**src/hdl/grehpc_pkg.sv**
```systemverilog
// Types and constants for the GRE header parse and check unit.
`default_nettype none

package grehpc_pkg;

    localparam int DEF_MAX_PACKET_BYTES = 65535;

    // GRE flag word bits
    localparam logic [15:0] FLAG_CSUM    = 16'h8000;
    localparam logic [15:0] FLAG_ROUTING = 16'h4000;
    localparam logic [15:0] FLAG_KEY     = 16'h2000;
    localparam logic [15:0] FLAG_SEQ     = 16'h1000;
    localparam logic [15:0] FLAG_VERSION = 16'h0007;

    localparam logic [15:0] SUM_GOOD = 16'hffff;

    // result status codes
    localparam logic [1:0] STATUS_OK        = 2'd0;
    localparam logic [1:0] STATUS_SHORT     = 2'd1;
    localparam logic [1:0] STATUS_BAD_FLAGS = 2'd2;
    localparam logic [1:0] STATUS_CSUM_ERR  = 2'd3;

    localparam logic [4:0] BASE_HDR_LEN = 5'd4;
    localparam logic [4:0] OPT_WORD_LEN = 5'd4;

    typedef struct packed {
        logic [7:0] data_byte;
        logic       last_byte;
    } in_item_t;

    typedef struct packed {
        logic [1:0]  status;
        logic [15:0] protocol;
        logic [31:0] tunnel_key;
        logic [31:0] sequence_number;
        logic [4:0]  header_length;
        logic [15:0] gre_flags;
    } out_item_t;

endpackage

`default_nettype wire

```
**src/hdl/gre_header_parse_check_unit.sv**
```systemverilog
// GRE header parser and checker: per-byte field capture, checksum and result register.
//
//   channel | dir | payload    | handshake
//   s_      | in  | in_item_t  | s_valid / s_ready, one packet byte per item
//   m_      | out | out_item_t | m_valid / m_ready, one result per packet
//
// One byte per cycle sustained while no staged last byte is held back: a byte is staged in the input register,
// then a single pass of field capture and a one's-complement add updates state.
// The result shows on m_ the cycle after the last byte leaves the input register.
// aresetn (synchronous) clears the counters, sum, captured fields and valids.
// Non-last bytes keep flowing while a result waits on m_ready; only a staged
// last byte waits for the result register to free up.
`default_nettype none

module gre_header_parse_check_unit
    import grehpc_pkg::*;
#(
    parameter int MAX_PACKET_BYTES = DEF_MAX_PACKET_BYTES
) (
    input  wire logic      aclk,
    input  wire logic      aresetn,
    input  wire logic      s_valid,
    output logic           s_ready,
    input  wire in_item_t  s_item,
    output logic           m_valid,
    input  wire logic      m_ready,
    output out_item_t      m_item
);

    localparam int CW = $clog2(MAX_PACKET_BYTES + 1);
    localparam logic [CW-1:0] COUNT_MAX = CW'(MAX_PACKET_BYTES);

    function automatic logic [15:0] oc_add(input logic [15:0] a, input logic [15:0] b);
        logic [16:0] s;
        s = {1'b0, a} + {1'b0, b};
        return s[15:0] + {15'd0, s[16]};
    endfunction

    function automatic logic [4:0] hdr_len(input logic [15:0] f);
        logic [4:0] h;
        h = BASE_HDR_LEN;
        if ((f & FLAG_CSUM) != 16'h0) h = h + OPT_WORD_LEN;
        if ((f & FLAG_KEY) != 16'h0)  h = h + OPT_WORD_LEN;
        if ((f & FLAG_SEQ) != 16'h0)  h = h + OPT_WORD_LEN;
        return h;
    endfunction

    logic            in_valid_reg, in_valid_next;
    in_item_t        in_item_reg;
    logic            m_valid_reg, m_valid_next;
    out_item_t       m_item_reg, m_item_next;

    logic [CW-1:0]   count_reg, count_next;
    logic [15:0]     sum_reg, sum_next;
    logic [7:0]      pend_reg, pend_next;
    logic [15:0]     flags_reg, flags_next;
    logic [15:0]     proto_reg, proto_next;
    logic [31:0]     key_reg, key_next;
    logic [31:0]     seq_reg, seq_next;

    logic            stage_fire;
    logic            taken;
    logic            odd;
    logic [7:0]      b;
    logic [15:0]     sum_word;
    logic [15:0]     sum_total;
    logic [4:0]      key_off;
    logic [4:0]      seq_off;
    logic [4:0]      hlen;

    assign stage_fire = in_valid_reg && (!in_item_reg.last_byte || !m_valid_reg || m_ready);
    assign s_ready    = !in_valid_reg || stage_fire;
    assign m_valid    = m_valid_reg;
    assign m_item     = m_item_reg;

    assign b     = in_item_reg.data_byte;
    assign taken = count_reg < COUNT_MAX;
    assign odd   = count_reg[0];

    // one add covers both the running sum and the padded odd tail at the end
    always_comb begin
        if (taken) begin
            sum_word = odd ? {pend_reg, b} : {b, 8'h00};
        end else begin
            sum_word = odd ? {pend_reg, 8'h00} : 16'h0000;
        end
    end
    assign sum_total = oc_add(sum_reg, sum_word);

    assign key_off = ((flags_reg & FLAG_CSUM) != 16'h0) ? BASE_HDR_LEN + OPT_WORD_LEN
                                                         : BASE_HDR_LEN;
    assign seq_off = ((flags_reg & FLAG_KEY) != 16'h0) ? key_off + OPT_WORD_LEN : key_off;

    always_comb begin
        count_next = count_reg;
        sum_next   = sum_reg;
        pend_next  = pend_reg;
        flags_next = flags_reg;
        proto_next = proto_reg;
        key_next   = key_reg;
        seq_next   = seq_reg;
        if (taken) begin
            count_next = count_reg + 1'b1;
            if (odd) begin
                sum_next = sum_total;
            end else begin
                pend_next = b;
            end
            if (count_reg == CW'(0)) begin
                flags_next = {b, 8'h00};
            end else if (count_reg == CW'(1)) begin
                flags_next = {flags_reg[15:8], b};
            end else if (count_reg == CW'(2)) begin
                proto_next = {b, 8'h00};
            end else if (count_reg == CW'(3)) begin
                proto_next = {proto_reg[15:8], b};
            end else begin
                if ((flags_reg & FLAG_KEY) != 16'h0 && count_reg >= CW'(key_off)
                        && count_reg < CW'(key_off + OPT_WORD_LEN)) begin
                    key_next = {key_reg[23:0], b};
                end
                if ((flags_reg & FLAG_SEQ) != 16'h0 && count_reg >= CW'(seq_off)
                        && count_reg < CW'(seq_off + OPT_WORD_LEN)) begin
                    seq_next = {seq_reg[23:0], b};
                end
            end
        end
    end

    assign hlen = hdr_len(flags_next);

    always_comb begin
        m_item_next                 = '0;
        m_item_next.gre_flags       = flags_next;
        if (count_next < CW'(4)) begin
            m_item_next.status = STATUS_SHORT;
        end else if ((flags_next & (FLAG_VERSION | FLAG_ROUTING)) != 16'h0) begin
            m_item_next.status   = STATUS_BAD_FLAGS;
            m_item_next.protocol = proto_next;
        end else if (count_next < CW'(hlen)) begin
            m_item_next.status = STATUS_SHORT;
        end else if ((flags_next & FLAG_CSUM) != 16'h0 && sum_total != SUM_GOOD) begin
            m_item_next.status   = STATUS_CSUM_ERR;
            m_item_next.protocol = proto_next;
        end else begin
            m_item_next.status        = STATUS_OK;
            m_item_next.protocol      = proto_next;
            m_item_next.header_length = hlen;
            if ((flags_next & FLAG_KEY) != 16'h0) m_item_next.tunnel_key = key_next;
            if ((flags_next & FLAG_SEQ) != 16'h0) m_item_next.sequence_number = seq_next;
        end
    end

    always_comb begin
        in_valid_next = in_valid_reg;
        if (s_valid && s_ready) begin
            in_valid_next = 1'b1;
        end else if (stage_fire) begin
            in_valid_next = 1'b0;
        end
        m_valid_next = m_valid_reg;
        if (stage_fire && in_item_reg.last_byte) begin
            m_valid_next = 1'b1;
        end else if (m_ready) begin
            m_valid_next = 1'b0;
        end
    end

    always_ff @(posedge aclk) begin
        if (s_valid && s_ready) begin
            in_item_reg <= s_item;
        end
        if (stage_fire && in_item_reg.last_byte) begin
            m_item_reg <= m_item_next;
        end
    end

    always_ff @(posedge aclk) begin
        if (!aresetn) begin
            in_valid_reg <= 1'b0;
            m_valid_reg  <= 1'b0;
            count_reg    <= '0;
            sum_reg      <= '0;
            pend_reg     <= '0;
            flags_reg    <= '0;
            proto_reg    <= '0;
            key_reg      <= '0;
            seq_reg      <= '0;
        end else begin
            in_valid_reg <= in_valid_next;
            m_valid_reg  <= m_valid_next;
            if (stage_fire) begin
                if (in_item_reg.last_byte) begin
                    // packet done: start clean for the next one
                    count_reg <= '0;
                    sum_reg   <= '0;
                    pend_reg  <= '0;
                    flags_reg <= '0;
                    proto_reg <= '0;
                    key_reg   <= '0;
                    seq_reg   <= '0;
                end else begin
                    count_reg <= count_next;
                    sum_reg   <= sum_next;
                    pend_reg  <= pend_next;
                    flags_reg <= flags_next;
                    proto_reg <= proto_next;
                    key_reg   <= key_next;
                    seq_reg   <= seq_next;
                end
            end
        end
    end

`ifndef SYNTH
    a_clear_after_last: assert property (@(posedge aclk) disable iff (!aresetn)
        (stage_fire && in_item_reg.last_byte) |=> (count_reg == '0 && sum_reg == '0))
        else $error("packet state not cleared after last item");

    a_count_bounded: assert property (@(posedge aclk) disable iff (!aresetn)
        count_reg <= COUNT_MAX)
        else $error("byte count beyond packet limit");

    a_stall_has_item: assert property (@(posedge aclk) disable iff (!aresetn)
        !s_ready |-> (in_valid_reg && in_item_reg.last_byte && m_valid_reg && !m_ready))
        else $error("input stalled without a waiting last item");

    a_ok_has_len: assert property (@(posedge aclk) disable iff (!aresetn)
        (m_valid && m_item.status == STATUS_OK) |-> (m_item.header_length >= BASE_HDR_LEN))
        else $error("ok result without header length");

    a_err_no_len: assert property (@(posedge aclk) disable iff (!aresetn)
        (m_valid && m_item.status != STATUS_OK) |->
            (m_item.header_length == 5'd0 && m_item.tunnel_key == 32'd0))
        else $error("error result carries header fields");

    a_short_no_proto: assert property (@(posedge aclk) disable iff (!aresetn)
        (m_valid && m_item.status == STATUS_SHORT) |-> (m_item.protocol == 16'd0))
        else $error("short packet reports a protocol");
`endif

endmodule

`default_nettype wire

```
**config.mk**
```make
export PLATFORM = sky130hd
export DESIGN_NAME = gre_header_parse_check_unit
export DESIGN_NICKNAME = d
export VERILOG_FILES = /design/src/hdl/grehpc_pkg.sv /design/src/hdl/gre_header_parse_check_unit.sv
export SDC_FILE = /design/constraint.sdc
export NUM_CORES = 1
export LEC_CHECK = 0
export BUFFER_PORTS_ARGS = -buffer_cell sky130_fd_sc_hd__buf_2
export CAP_MARGIN = 15
export CORE_MARGIN = 2
export CORE_UTILIZATION = 40
export DETAILED_ROUTE_END_ITERATION = 16
export GPL_ROUTABILITY_DRIVEN = 1
export PLACE_DENSITY = 0.65
export SETUP_SLACK_MARGIN = 0.1
export SKIP_LAST_GASP = 1
export SYNTH_ARGS = -nofsm -noshare
export SYNTH_HDL_FRONTEND = slang
export SYNTH_SLANG_ARGS = --single-unit
```
**constraint.sdc**
```tcl
create_clock -name aclk -period 8.8 [get_ports aclk]
set_input_delay 0.88 -clock aclk [delete_from_list [all_inputs] [get_ports aclk]]
set_output_delay 0.88 -clock aclk [all_outputs]
set_load 0.02 [all_outputs]
```
Word level (Yosys, flattened, before mapping):

Index checks and enable logic that the tools add are counted.

* flip-flop bits (word level): 250
* bits in latches: 0
* RAM bits: 0
* memory bits (read-only): 0
* bits of input ports: 13
* output and inout port bits: 105
* word-level logic and storage cells: 115
* memories kept: 0

* add/subtract/negate cells: 8
* multiply operators: 0
* divide/modulo/power cells: 0
* magnitude comparators: 7
* equality and inequality tests: 5
* shift operators: 0
* mux-type cells: 51
* bitwise operators: 2
* reduce and logical (&&, ||, !) cells: 25

Operators by type and width (number)
* $mux 32: 16
* $mux 16: 16
* $mux 85: 1
* $mux 69: 1
* $mux 8: 5
* $mux 18: 2
* $eq 16x2->1 const B: 2
* $lt 16x5->1: 2
* $add 16x16->17: 1
* $add 16x1->16: 1
* $add 16x1->16 const B: 1
* $eq 16x1->1 const B: 1
* $ge 16x4->1: 1
* $ge 16x5->1: 1
* $logic_not 16->1: 1
* $lt 16x16->1 const B: 1
* $lt 16x3->1 const B: 1
* $lt 16x6->1: 1
* $ne 16x16->1 const B: 1
* $reduce_bool 16->1: 1
* $mux 5: 3
* $add 4x3->5 const B: 2
* $add 5x3->5 const B: 2
* $reduce_or 5->1: 2
* other kinds (12): 32

Depth between registers and ports, before layout:

* word-level depth: 16
* depth in mapped cells: 29
* mapped depth without buffers: 27

Worst setup path after synthesis:

OpenSTA, ideal clock, no wires.

* path kind: register to register
* from: register count_reg[3]
* to: register m_item_reg, in the netlist m_item[65] (data pin)
* library setup time: 0.170 ns
* arrival time: 5.416 ns
* required time: 8.630 ns
* setup slack: 3.214 ns
* stages on the path, launching flop included: 28
* path buffers: 4
* clock period less this slack: 5.586 ns
* path through: dfxtp_1 -> buf_2 -> nand3_1 -> or3_1 -> nor2_2 -> nor2_1 -> and2_1 -> ha_1 -> buf_4 -> o211a_1 -> a21bo_2 -> a21o_1 -> a21o_1 -> a21oi_1 -> o21a_1 -> o21ai_0 -> nand2b_1 -> ha_1 -> ha_1 -> nand2_1 -> nor3_1 -> o211ai_1 -> nor4_1 -> nand4_1 -> a31o_2 -> buf_6 -> buf_6 -> nor4_2

* word-level cells in the longest chain between the ends: 10
* elaborated cells between the ends (all ways): 35
* those cells by class: add/sub (5); order compare (5); eq/ne (4); mux (14); bitwise (1); reduce/logical (6)

RTL lines
* start, declared: line gre_header_parse_check_unit.sv:53 `logic [CW-1:0] count_reg, count_next;`
* start signal, assigned: line gre_header_parse_check_unit.sv:203 `count_reg <= count_next;`
* branches (longest 10 deep; another with $lt 16x16->1)
* end signal, assigned: line gre_header_parse_check_unit.sv:174 `m_item_reg <= m_item_next;`
* end, declared: line gre_header_parse_check_unit.sv:51 `out_item_t m_item_reg, m_item_next;`

Parallel ways; which one is timed is not known.
A chain may end at the register's enable or synchronous reset.

Worst setup path in the final report:

* from: register count_reg[0]
* to: register m_item_reg, in the netlist m_item[60] (data pin)

The elaborated chain is that of the path after synthesis.

==> summary.txt <==
Flow run
  • Max-capacitance violation count: 0

Layout
  • Max FFs per register: roughly 100
  • Most frequent cells in the layout: nand2_1, nor2b_1, dfxtp_1, a22oi_1, buf_2
  • Most common cell after layout, fill and taps aside: nand2_1
  • Diodes inserted: 0
  • Fillcell total: roughly 3,300
  • Fin area: 15,200 um^2
  • Multi-input logic area: 6780 um^2
  • Area Growth Syn to Fin: 12.5%
  • Share of cells above drive strength 1: 15.7%
  • Register area: about 6000 um^2
  • Total Nets Final: between 1,500 and 2,000

Setup path
  • CP max stage delay: 0.76 ns
  • CP required: 9.07 ns
  • WS Path Type: reg2reg
  • Bufs and invs on worst path: 1
  • CP arrival: 7.95 ns
  • Crit path max-delay family: compound AO/OA/AOI/OAI gates
  • Crit path max fanout: 36
  • Critical path startpoint category: register
  • Crit path capture type: register
  • Cell mode on critical path: ha_1
  • Critical Path Slowest Stage Cell: o21a_2

CTS
  • Clk buf depth: 3
  • Clock latency on the worst-skew pair: 0.56 ns
  • Setup bufs post-CTS: 0
  • CTS tree: yes
  • TritonCTS buffer count: 28
  • CTS resizes: 0
  • CTS Hold Buffers Added: 0
  • Clk slew on worst S/H paths: around 0.060 ns
  • H-tree Lvls: 1
  • Root Driver: clkbuf_16
  • Clock Sinks: 248

GRT
  • Vias in the first global route: 10,400
  • Global route overflow: 0
  • First-pass GRT wire length: slightly below 60,000 um
  • Pin count of the biggest net entering global routing: 110
  • GRT Total Usage: 20.6%
  • Initial antenna violation count: 0

Pwr
  • PD cells: 168 nW/um^2
  • Worst IR drop on VDD: 0.128 mV
  • Leakage: about 4.8 nW

STA
  • Final Slew Violations: 0
  • Final Hold Vio Count: 0
  • Final worst path period need: 7.69 ns
  • Setup violations, final: 0
  • Tcrit/Tclk final: between 80% and 90%
  • RSZ-0062 raised after global routing: no
  • Slew headroom: 21.7%
  • FMAX: 130 MHz
  • Final setup TNS: 0 ns
  • Worst Skew: ~0.023 ns
  • Worst Max-Slew Pin Slew: 1.17 ns

Synthesis
  • Cell count after synthesis: 1,441
  • Post-synth EDFFs: 110
  • Cell variety after synth: 82
  • Asr flop ratio synth: 0%
  • Seq/Total Area, Yosys: 45.0%
  • YS warnings: 0
  • Synthesized flop and latch total: 248
  • Ys flop type: dfxtp_1
  • Avg Inst Size Synth: ~9.4 um^2
  • Netlist Area Pre-Place: 13,500 um^2

Status
  • Outcome: finished clean

Die
  • # rows: 67
  • Die width: roughly 190 um
  • Area of the die: approximately 35,000 um^2
  • Core Area: between 30,000 and 40,000 um^2
  • Initial core utilization: 40.4%
  • Num ports: ~120
  • Die Span Y: 188 um

Route
  • Per-cell routed wire length: 19.2 um
  • Drt total wl: 37,500 um
  • Routed Antenna Nets: 0
  • 1st-iter DRT viols: 1,057
  • Vias: 11,200
  • Vias/cell: 5.73
  • DRC: 0
  • First-pass iteration count of the detailed router: 5

Place
  • Count of input and output buffers: 115
  • GP Congestion: 0.887
  • Dpl cell area: 14,300 um^2
  • Post-DP HPWL: 24,500 um

Worst hold path
  • Hold Path Class: in2reg
==> final timing paths <==
check                     from             end  depth (start not counted)  slack (ns)
setup / recovery  count_reg[0]      m_item[60]                         25        1.11
hold / removal       s_item[0]  in_item_reg[0]                          1        0.50
setup reg to reg  count_reg[0]      m_item[60]                         25        1.11
hold reg to reg    sum_reg[10]     sum_reg[10]                          2        0.52
==> report_power, final <==
part           internal [W]  switching [W]
Combinational     0.0000570       0.000145
Clock              0.000634       0.000473
Sequential          0.00122      0.0000164
Total               0.00191       0.000634
==> per-layer routing <==
layer  GRT usage [%]  part of all wire (%)
met1            29.3                    46
met2            32.8                    46
met3            2.83                   5.4
met4            5.39                   2.4
met5               0                     0
==> cell usage after synthesis (5+ instances only) <==
| master | n | area [um^2] |
|---|---|---|
| or3_1 | 8 | 50.1 |
| nand4_1 | 10 | 62.6 |
| nand3_1 | 35 | 175 |
| nor4_1 | 49 | 307 |
| xnor2_1 | 12 | 105 |
| a21boi_0 | 6 | 45.0 |
| a21oi_1 | 52 | 260 |
| clkbuf_1 | 84 | 315 |
| a22oi_1 | 119 | 893 |
| dfxtp_1 | 138 | 2760 |
| o21ai_0 | 30 | 150 |
| and3_1 | 7 | 43.8 |
| buf_2 | 24 | 120 |
| o21ai_1 | 10 | 50.1 |
| nor4_2 | 21 | 263 |
| a21o_1 | 9 | 67.6 |
| nor2b_1 | 138 | 863 |
| edfxtp_1 | 110 | 3300 |
| a31oi_1 | 7 | 43.8 |
| buf_4 | 8 | 60.1 |
| o21a_1 | 8 | 60.1 |
| inv_1 | 30 | 113 |
| ha_1 | 38 | 475 |
| a211o_1 | 64 | 561 |
| nand2_1 | 215 | 807 |
| and2_1 | 20 | 125 |
| nor2_1 | 42 | 158 |
| xor2_1 | 9 | 78.8 |
| o2111ai_1 | 5 | 43.8 |
| nand2b_1 | 9 | 56.3 |
| o211ai_1 | 7 | 52.6 |
| nor3_1 | 24 | 120 |
==> worst reg2reg max path: stages (launching register included) <==
cell and delay (ns):
dfxtp_1 0.73, ha_1 0.57, nand2_1 0.26, or3_1 0.47, nor2_2 0.34, nor2_1 0.25, and2_1 0.23, ha_1 0.44
o211a_1 0.21, a21bo_2 0.25, a21o_1 0.19, a21o_1 0.26, a21oi_1 0.17, o21a_1 0.12, o21ai_0 0.07, nand2b_1 0.09
ha_1 0.19, ha_1 0.19, nand2_1 0.11, nor3_1 0.35, nand2_1 0.17, o41ai_1 0.35, o32a_1 0.22, o21a_2 0.76
buf_12 0.30, nor4_1 0.11
==> per-stage QoR <==
step,instances,total power (W),hold WS [ns],setup WS [ns],util [%]
CTS,1957,0.00257,0.477,1.22,45.4
detailed placement,1905,0.00146,0.504,1.27,42.8
global placement,1904,0.00146,0.480,1.51,42.8
finish,1958,0.00254,0.502,1.11,45.5
floorplan,1442,0.00140,0.445,3.21,-
global route,1958,0.00263,0.485,0.499,45.5
==> logic make-up after synthesis <==
kind of cell	count (synthesis)	share of synthesized area, %
AND/OR/NAND/NOR	607	24.6
AO/OA/AOI/OAI	364	19.8
other	1	0.0278
flip-flops	248	45.0
XOR/XNOR	21	1.36
buffers and inverters	153	4.93
multiplexers	8	0.668
adder cells (fa/ha/maj)	39	3.68
==> final cells by class <==
class	instances	share of cell area [%]
Timing Repair Buffer	138	5.04
Clock buffer	37	4.98
Multi-Input combinational cell	1041	44.7
Sequential cell	248	40.0
Inverter	31	0.767
Tap cell	448	3.70
Clock inverter	15	0.776
(Power assumes the default switching activity.)
